**config.mk**
```make
export PLATFORM = sky130hd
export DESIGN_NAME = lzfd_ctrl
export DESIGN_NICKNAME = d
export VERILOG_FILES = /design/src/lzfd_pkg.sv /design/src/lzfd_ctrl.sv
export SDC_FILE = /design/constraint.sdc
export NUM_CORES = 1
export LEC_CHECK = 0
export BUFFER_PORTS_ARGS = -buffer_cell sky130_fd_sc_hd__buf_2
export CORE_AREA = 4 4 41 43
export DETAILED_ROUTE_END_ITERATION = 8
export DIE_AREA = 0 0 45 47
export SYNTH_ARGS = -nofsm -noshare
export SYNTH_HDL_FRONTEND = slang
export SYNTH_SLANG_ARGS = --single-unit
```
**constraint.sdc**
```tcl
create_clock -name aclk -period 2.6 [get_ports aclk]
set_input_delay 0 -clock aclk [delete_from_list [all_inputs] [get_ports aclk]]
set_output_delay 0 -clock aclk [all_outputs]
set_load 0.02 [all_outputs]
```
**src/lzfd_pkg.sv**
```systemverilog
// Package for the fixed-code LZ77 decompressor: sizes, phase codes,
// length/distance tables and the controller/datapath interface structs.
// No dependencies.
`timescale 1ns / 1ps

package lzfd_pkg;

    localparam int WINDOW_BYTES = 32768;
    localparam int WIN_AW       = $clog2(WINDOW_BYTES);
    localparam int OUT_LANES    = 8;
    localparam int LANE_IW      = $clog2(OUT_LANES);
    localparam int CNT_W        = $clog2(OUT_LANES + 1);
    localparam int MAX_MATCH    = 258;
    localparam int STAGE_CAP    = 272;
    localparam int STAGE_W      = $clog2(STAGE_CAP + 1);
    localparam int PROD_W       = 16;
    localparam int DIST_W       = 16;

    // error codes
    localparam logic [1:0] ERR_NONE = 2'd0;
    localparam logic [1:0] ERR_SYM  = 2'd1;
    localparam logic [1:0] ERR_DCODE = 2'd2;
    localparam logic [1:0] ERR_FAR  = 2'd3;

    // decode phase of the bit stream
    typedef enum logic [6:0] {
        PH_HEADER     = 7'b0000001,
        PH_CODE       = 7'b0000010,
        PH_LEN_EXTRA  = 7'b0000100,
        PH_DIST_CODE  = 7'b0001000,
        PH_DIST_EXTRA = 7'b0010000,
        PH_DONE       = 7'b0100000,
        PH_HALT       = 7'b1000000
    } phase_t;

    // commands from the controller
    typedef struct packed {
        logic load;    // input transaction this cycle
        logic step;    // run one decode phase
        logic cpy_rd;  // copy: history read in flight
        logic cpy_wr;  // copy: emit one byte
        logic flush;   // end of input byte: close the result
    } lzfd_cmd_t;

    // status to the controller
    typedef struct packed {
        logic load_go;    // accepted byte needs decoding
        logic step_end;   // not enough bits, or stream ended or halted
        logic step_copy;  // match accepted, copy starts
        logic put_ok;     // a byte can be stored this cycle
        logic copy_last;  // current copy byte is the final one
        logic flush_done; // closing result has been handed off
    } lzfd_stat_t;

    function automatic logic [8:0] len_base(input logic [4:0] idx);
        logic [8:0] r;
        begin
            case (idx)
                5'd0: r = 9'd3;    5'd1: r = 9'd4;    5'd2: r = 9'd5;
                5'd3: r = 9'd6;    5'd4: r = 9'd7;    5'd5: r = 9'd8;
                5'd6: r = 9'd9;    5'd7: r = 9'd10;   5'd8: r = 9'd11;
                5'd9: r = 9'd13;   5'd10: r = 9'd15;  5'd11: r = 9'd17;
                5'd12: r = 9'd19;  5'd13: r = 9'd23;  5'd14: r = 9'd27;
                5'd15: r = 9'd31;  5'd16: r = 9'd35;  5'd17: r = 9'd43;
                5'd18: r = 9'd51;  5'd19: r = 9'd59;  5'd20: r = 9'd67;
                5'd21: r = 9'd83;  5'd22: r = 9'd99;  5'd23: r = 9'd115;
                5'd24: r = 9'd131; 5'd25: r = 9'd163; 5'd26: r = 9'd195;
                5'd27: r = 9'd227; 5'd28: r = 9'd258;
                default: r = 9'd3;
            endcase
            return r;
        end
    endfunction

    function automatic logic [3:0] len_extra(input logic [4:0] idx);
        logic [3:0] r;
        begin
            if (idx < 5'd8 || idx == 5'd28) begin
                r = 4'd0;
            end else if (idx > 5'd28) begin
                r = 4'd0;
            end else begin
                r = 4'(({1'b0, idx} - 6'd4) >> 2);
            end
            return r;
        end
    endfunction

    function automatic logic [15:0] dist_base(input logic [4:0] idx);
        logic [15:0] r;
        begin
            case (idx)
                5'd0: r = 16'd1;      5'd1: r = 16'd2;      5'd2: r = 16'd3;
                5'd3: r = 16'd4;      5'd4: r = 16'd5;      5'd5: r = 16'd7;
                5'd6: r = 16'd9;      5'd7: r = 16'd13;     5'd8: r = 16'd17;
                5'd9: r = 16'd25;     5'd10: r = 16'd33;    5'd11: r = 16'd49;
                5'd12: r = 16'd65;    5'd13: r = 16'd97;    5'd14: r = 16'd129;
                5'd15: r = 16'd193;   5'd16: r = 16'd257;   5'd17: r = 16'd385;
                5'd18: r = 16'd513;   5'd19: r = 16'd769;   5'd20: r = 16'd1025;
                5'd21: r = 16'd1537;  5'd22: r = 16'd2049;  5'd23: r = 16'd3073;
                5'd24: r = 16'd4097;  5'd25: r = 16'd6145;  5'd26: r = 16'd8193;
                5'd27: r = 16'd12289; 5'd28: r = 16'd16385; 5'd29: r = 16'd24577;
                default: r = 16'd1;
            endcase
            return r;
        end
    endfunction

    function automatic logic [3:0] dist_extra(input logic [4:0] idx);
        logic [3:0] r;
        begin
            if (idx < 5'd4 || idx > 5'd29) begin
                r = 4'd0;
            end else begin
                r = 4'((idx - 5'd2) >> 1);
            end
            return r;
        end
    endfunction

endpackage

```
**src/lzfd_ctrl.sv**
```systemverilog
// Sequencing controller: input transaction, decode steps, match copy and
// result close-out. Depends on lzfd_pkg.
`timescale 1ns / 1ps

module lzfd_ctrl
    import lzfd_pkg::*;
(
    input  logic       aclk,
    input  logic       aresetn,
    input  logic       s_tvalid,
    output logic       s_tready,
    input  lzfd_stat_t stat,
    output lzfd_cmd_t  cmd
);

    typedef enum logic [4:0] {
        ST_IDLE   = 5'b00001,
        ST_STEP   = 5'b00010,
        ST_CPY_RD = 5'b00100,
        ST_CPY_WR = 5'b01000,
        ST_FLUSH  = 5'b10000
    } ctrl_state_t;

    ctrl_state_t state_reg, state_next;

    always_ff @(posedge aclk) begin
        if (!aresetn) begin
            state_reg <= ST_IDLE;
        end else begin
            state_reg <= state_next;
        end
    end

    // next state and commands
    always_comb begin
        state_next = state_reg;
        cmd        = '0;
        unique case (state_reg)
            ST_IDLE: begin
                cmd.load = s_tvalid;
                if (s_tvalid && stat.load_go) begin
                    state_next = ST_STEP;
                end
            end
            ST_STEP: begin
                cmd.step = 1'b1;
                if (stat.step_end) begin
                    state_next = ST_FLUSH;
                end else if (stat.step_copy) begin
                    state_next = ST_CPY_RD;
                end
            end
            ST_CPY_RD: begin
                cmd.cpy_rd = 1'b1;
                state_next = ST_CPY_WR;
            end
            ST_CPY_WR: begin
                cmd.cpy_wr = 1'b1;
                if (stat.put_ok) begin
                    state_next = stat.copy_last ? ST_STEP : ST_CPY_RD;
                end
            end
            ST_FLUSH: begin
                cmd.flush = 1'b1;
                if (stat.flush_done) begin
                    state_next = ST_IDLE;
                end
            end
            default: state_next = ST_IDLE;
        endcase
    end

    assign s_tready = (state_reg == ST_IDLE);

endmodule

```
# After elaboration in Yosys (flattened, before gate mapping)
# Cells that the tools add are included.
# totals
ff_bits	5
input_bits	9
out_inout_bits	6
wordCells	24
# classes
eq_ne	9
n_mux	12
n_reduce_logical	2
# ops
operator	count
$mux W5	5
$pmux W5 S5	1
$eq A5 B1 Y1 const B	1
$eq A5 B2 Y1 const B	1
$eq A5 B3 Y1 const B	1
$eq A5 B4 Y1 const B	1
$eq A5 B5 Y1 const B	1
$mux W1	5
$ne A2 B2 Y1 const B	2
$reduce_and A4 Y1	1
$mux W3	1
$ne A3 B3 Y1 const B	1
$ne A2 B1 Y1 const B	1
$logic_and A1 B1 Y1	1

# Logic depth before layout (Yosys ltp)
# Gate-level depths: netlist of the first run.
# logic_depth
ltp_word	3
depth_mapped	5
ltp_nobuf	5

# Least setup slack after synthesis of the first run
# Ideal clock, no wire load.
# synth_timing
path_type	flip-flop to flip-flop
from	reg state_reg[3]
to	reg state_reg[1]
setup_ns	0.122
t_arrival_ns	1.468
required_ns	2.478
slack_ns	1.010
stages_incl_launch_ff	5
n_path_buf	0
period_less_slack_ns	1.590
path_cell_list	dfxtp_1 > or3_4 > or4b_4 > and3_1 > o311a_1
# synth_between
elab_chain_cells	3
elab_cells_between_ends	11
classes_between	9 x eq/ne; 1 x mux; 1 x reduce/logical
# synth_lines
element	line_no	rtl
start: declaration	lzfd_ctrl.sv:24	ctrl_state_t state_reg, state_next;
start signal: assignment	lzfd_ctrl.sv:30	state_reg <= state_next;
$eq A5 B2 Y1, or another cell as far along	lzfd_ctrl.sv:38	unique case (state_reg)
$ne A3 B3 Y1 (no source line), or another cell as far along	--	
$reduce_and A4 Y1 (no source line)	--	
# Parallel ways exist; a longest one is shown, timed or not.
# A chain may end at the register's enable or synchronous reset.

# Worst setup path in the final report of the first run
# layout_timing
from	reg state_reg[3]
to	reg state_reg[0]
# The elaborated chain is that of the path after synthesis.

==> impl_results.md, run 1 <==
* Row count at 13
* Initial core utilization at 24.4%
* DRC Markers at 0
* Relative max-transition margin at between 70 and 80%
* Overall Global Routing Usage at about a tenth
* Diodes inserted at 0
* Area Overhead vs Synth at 33.9%
* Synthesized Nets at 46
* Tot Pwr at roughly 0.00029 W
* P_int at between 0.00015 and 0.0002 W
* Die Ht at approximately 47 µm
* Vias in the first global route at 346
* CTS H-tree depth at 1
* Iter 0 DRT Violations at 4
* Fraction of layout cells with a size suffix above 1 at 40.7%
* Final Setup Violations at 0
* Yosys top cell area share at between 30% and 40%
* Final Hold Viols at 0
* Routed Wire Length at 820 µm
* Input/output buffers at 14
* Syn Area/Cell at 8.59 µm²
* Startpoint Class: register
* Clock Tree Buf Depth at 2
* Mapped Area at 318 µm²
* Fill cells at 153
* Vias at 350
* Worst EP required at 2.71 ns
* Sw power at 0.000103 W
* Comb pwr share at between 30% and 40%
* Crit. End Element: register
* Max reg flops at 5
* Cell taking the most area after synthesis: dfxtp_1
* RSZ-0062 raised after global routing: no
* Minimum clock period at 1.65 ns
* Worst-path maximum fanout at 6
* Final period utilization at about 64%
* HP Class: in2reg
* HPWL after DPL at 657 µm
* Hold Buf Count CTS at 0
* Synth warn at 0
* Post-CTS sizing at 0
* Die area at 2120 µm²
* Max_cap viols at 0
* Worst vdd ir at 0.000333 V
* Arrival time at the worst endpoint at 1.76 ns
* Final-stage net count at 64
* Clk slew on worst S/H paths at 0.04 ns
* Initial antenna violation count at 0
* Leak at 0.205 nW
* CTS tree: yes
* DR vias/cell at 5.07
* Layout Skew at 0.00173 ns
* Largest net degree at the start of global routing at 7
* Clock network power share at 30.3%
* Seq pwr share at 32.8%
* Switch share at a little over a third
* Global-route wire length before repair at 1370 µm
* RD Place Congestion at 0.724
* Clk_lat worst skew at 0.24 ns
* Register area share after synthesis at 31.5%
* Die width at 45 µm
* Total gr overflow at 0
* Status: finished clean
* Syn Inst Count at 37
* Crit path kind: reg2reg
* Clock net sink count at 5
* Final Max Tran Viols at 0
* Distinct cells, synth at 23
* Postcts setup bufs at 0
* Core area at around 1300 µm²
* Actual slew at the worst max-slew pin at 0.352 ns
* CTS buffer count at 3
* Average wire per cell in the routed design at 11.9 µm
* PwrDens at 693 nW/µm²
* IO Pins at 15
* Maximum clock rate at about 600 MHz
* Register bit total from synthesis at 5
* Pre-antenna DRT Iters at 4
* Largest cells by area after synthesis: dfxtp_1, and3b_2, a21boi_0
* Core Util, Final at 32.7%
* DRT antenna net count at 0
* Clk root buf: clkbuf_4
* Post-route setup TNS at 0 ns
-- placed cells by master, fill, tap and decap left out --
master	count
buf_2	14
or3_4	1
or4_1	2
a21boi_0	2
nand4b_1	1
and3_1	1
nand3_1	1
nand2b_1	1
clkbuf_4	3
nand4_1	1
or2_2	1
inv_1	3
or4b_4	1
dfxtp_1	5
o311a_1	1
nor3_1	2
a2bb2oi_1	1
nor2_1	1
nand2_1	3
nor3b_1	2
o211ai_1	1
and3b_2	2
clkbuf_1	1
nor4_1	1
and2_1	2
-- area by class of cell --
cell class | count | area [µm²] | area share [%]
inverter | 3 | 11.3 | 2.65
clock buffer | 4 | 26.3 | 6.18
multi-input combinational | 28 | 199 | 46.8
tap | 15 | 18.8 | 4.41
timing repair buffer | 14 | 70.1 | 16.5
sequential | 5 | 100 | 23.5
-- cells in the mapped netlist --
cell and count:
nand4b_1 1, or4b_4 1, a21boi_0 2, buf_4 1, or4_1 2, and2_1 2
nand2b_1 1, nor3_1 2, and3b_2 2, o311a_1 1, nand2_1 3, nor2_1 1
or2_2 1, o211ai_1 1, and3_1 1, dfxtp_1 5, nor4_1 1, nand4_1 1
nor3b_1 2, inv_1 3, nand3_1 1, or3_4 1, a2bb2oi_1 1
-- final timing paths --
path | start | to | slack (ns) | cells past startpoint
setup / recovery | state_reg[3]$_SDFFE_PN0P_ | state_reg[0]$_SDFFE_PN1P_ | 0.95 | 4
hold / removal | aresetn | state_reg[0]$_SDFFE_PN1P_ | 0.02 | 2
setup reg to reg | state_reg[3]$_SDFFE_PN0P_ | state_reg[0]$_SDFFE_PN1P_ | 0.95 | 4
hold reg to reg | state_reg[2]$_SDFFE_PN0P_ | state_reg[3]$_SDFFE_PN0P_ | 0.52 | 2
-- power by group through the flow --
| stage | clock, W | sequential (W) | combinational [W] |
|---|---|---|---|
| floorplan | 0 | 0.0000956 | 0.0000759 |
| global placement | 0 | 0.0000981 | 0.000106 |
| detailed placement | 0 | 0.0000983 | 0.000107 |
| CTS | 0.0000931 | 0.0000974 | 0.000107 |
| global route | 0.000101 | 0.0000990 | 0.000119 |
| finish | 0.0000894 | 0.0000968 | 0.000109 |
-- cells by family after synthesis --
family	count (synthesis)	share of synthesized area, %
buffers and inverters	4	5.91
AOI/OAI and AO/OA	5	13.0
DFF	5	31.5
and+or+nand+nor	23	49.6
-- worst max-delay path, stage by stage (launching register included) --
cell and delay (ns):
dfxtp_1 0.33, or3_4 0.41, or4b_4 0.50, nand4_1 0.16, o211ai_1 0.12
-- routing by layer --
layer	up-vias	global-route usage, %	part of all wire [%]
li1	174	-	-
met1	164	9.77	44
met2	10	14.4	47
met3	2	3.45	7.2
met4	0	10.5	1.7
met5	-	0	0
-- stage by stage --
stage               instance area (µm²)  setup WS, ns  hold slack, ns  instances
finish                              425         0.947          0.0222         69
global route                        425         0.903          0.0111         69
CTS                                 425         0.947          0.0105         69
detailed placement                  399         0.952           0.263         65
global placement                    399         0.981           0.257         65
floorplan                           318          1.01           0.100         37
Power figures use the tool's default switching activity.
==> run 2, diff against run 1 <==
- clock period: 2.6 -> 1.7 ns (I/O delays scaled with it)
==> run 2 against run 1 <==
  * Sequential share of layout area decreased by 0.71 points
  * Non-clock buffer count up 2
  * Register-to-register slack worse by 0.88 ns
  * Sequential power is 49% higher
  * Critical path depth is the same
  * Clock power increased by 53%
  * Cell count increased by 2.9%
  * Highest routed layer unchanged
  * Global-route usage grew 1.6 points
  * Largest power group unchanged
  * Hold slack better by 0.033 ns
==> impl_results.md, run 2 (same netlist as run 1, synthesis figures left out) <==
* Startpoint Class: register
* Layout Skew at 0.000558 ns
* Final period utilization at between 90 and 100%
* IO Pins at 15
* Actual slew at the worst max-slew pin at approximately 0.36 ns
* Relative max-transition margin at 75.8%
* Clk root buf: clkbuf_4
* Critical Path Source: state_reg[3]$_SDFFE_PN0P_
* HPWL after DPL at 673 µm
* Tot Pwr at 0.000459 W
* CP delay by family, top: simple AND/OR/NAND/NOR gates
* CP max-delay cell: or4b_4
* RSZ-0062 raised after global routing: no
* R2R Setup Slk at 0.06 ns
* Clk_lat worst skew at about 0.24 ns
* Clock net sink count at 5
* DP Cell Count at 66
* Maximum clock rate at 611 MHz
* R2R depth at 4
* Initial antenna violation count at 0
* P_int at 0.000303 W
* Pre-antenna DRT Iters at 2
* Final Hold Viols at 0
* PwrDens at 1030 nW/µm²
* Postcts setup bufs at 0
* Area Overhead vs Synth at 39.8%
* Hold WS at 0.0549 ns
* Fraction of layout cells with a size suffix above 1 at 42.9%
* Minimum clock period at about 1.6 ns
* HP Class: in2reg
* Comb pwr share at roughly two fifths
* Crit path kind: reg2reg
* Diodes inserted at 0
* Post-route setup TNS at 0 ns
* DR vias/cell at 4.87
* Global-route wire length before repair at 1520 µm
* Crit path buffers/inverters at 0
* Final Setup Violations at 0
* Worst-path maximum fanout at 6
* Row count at 13
* Average wire per cell in the routed design at 12.1 µm
* Die area at 2120 µm²
* Worst vdd ir at 0.000520 V
* Number of stages on the worst setup path at 4
* Worst EP required at between 1.5 and 2 ns
* Largest net degree at the start of global routing at 7
* Max reg flops at 5
* Input/output buffers at 14
* Fill cells at 149
* Overall Global Routing Usage at 11.2%
* Iter 0 DRT Violations at 3
* Crit. End Element: register
* Worst reg2reg path endpoint: state_reg[1]$_SDFFE_PN0P_
* Final Non-Filler Cells at 71
* Total gr overflow at 0
* CTS buffer count at 3
* Initial core utilization at approximately 24%
* Die width at approximately 45 µm
* Sw power at between 0.00015 and 0.0002 W
* DRT antenna net count at 0
* Die Ht at ~47 µm
* Seq pwr share at 31.2%
* Reg-to-Reg Start: state_reg[3]$_SDFFE_PN0P_
* Vias at 346
* Register area at 101 µm²
* Multi-input gate area at 199 µm²
* Max_cap viols at 0
* Most common cell after layout, fill and taps aside: buf_2
* Clock network power share at 29.8%
* Leak at 0.214 nW
* Clock Tree Buf Depth at 2
* RD Place Congestion at 0.728
* Clk slew on worst S/H paths at 0.04 ns
* Worst Setup EP: state_reg[1]$_SDFFE_PN0P_
* CP peak stage delay at approximately 0.50 ns
* Arrival time at the worst endpoint at 1.76 ns
* Most frequent cells in the layout: buf_2, dfxtp_1, nand2_1, inv_1, clkbuf_4
* Switch share at 34.0%
* DRC Markers at 0
* Status: finished clean
* CTS H-tree depth at 1
* Vias in the first global route at between 300 and 400
* Final Max Tran Viols at 0
* Routed Wire Length at ~860 µm
* Hold Crit Depth at 3
* Core area at ~1300 µm²
* Cell Chain, Critical Path: or3_4 > or4b_4 > and3_1 > o311a_1
* Final-stage net count at 66
* CTS tree: yes
run 2: layout make-up:
class / count / area share, %
multi-input cells: 28 / 44.8
flip-flops and latches: 5 / 22.8
repair buffers: 16 / 19.7
clock buffers: 4 / 5.92
well taps: 15 / 4.23
inverters: 3 / 2.54
run 2: worst min path at each step:
stage,endpoint,start,slack (ns)
2_1_floorplan,state_reg[0]$_SDFFE_PN1P_,aresetn,0.10
3_3_place_gp,state_reg[0]$_SDFFE_PN1P_,aresetn,0.25
3_5_place_dp,state_reg[0]$_SDFFE_PN1P_,aresetn,0.25
4_1_cts,state_reg[4]$_SDFFE_PN0P_,stat[4],0.05
5_1_grt,state_reg[4]$_SDFFE_PN0P_,stat[4],0.07
6_report,state_reg[4]$_SDFFE_PN0P_,stat[4],0.05
run 2: tightest hold or removal path: cells and delay by family:
kind,cells,cell delay [ns]
and+or+nand+nor,1,0.05
buffers and inverters,1,0.12
AOI/OAI and AO/OA,1,0.07
run 2: metal layers:
| metal | GRT usage [%] | up-vias | routed length (µm) |
|---|---|---|---|
| met4 | 14.0 | 0 | 52 |
| met5 | 0 | - | 0 |
| li1 | - | 177 | - |
| met1 | 11.6 | 155 | 373 |
| met2 | 15.8 | 10 | 392 |
| met3 | 4.21 | 4 | 43 |
run 2: per-stage QoR:
stage / worst slack, ns / util (%) / area [µm²]
6_report: 0.0624 / 34.1 / 444
5_1_grt: 0.00317 / 34.1 / 444
4_1_cts: 0.0465 / 34.0 / 443
3_5_place_dp: 0.0551 / 31.3 / 407
3_3_place_gp: 0.0795 / 31.3 / 407
2_1_floorplan: 0.110 / - / 318
run 2: repair_timing:
item,4_1_cts,5_1_grt
resized for setup,0,1
setup endpoints to repair,0,1
hold buffers,1,0
endpoints found under the hold margin,1,0
run 2: power by group through the flow:
stage	Clock [W]	Combinational, W	Sequential [W]
3_5_place_dp	0	0.000177	0.000146
5_1_grt	0.000154	0.000202	0.000145
4_1_cts	0.000143	0.000180	0.000144
6_report	0.000137	0.000179	0.000144
2_1_floorplan	0	0.000116	0.000146
3_3_place_gp	0	0.000178	0.000146
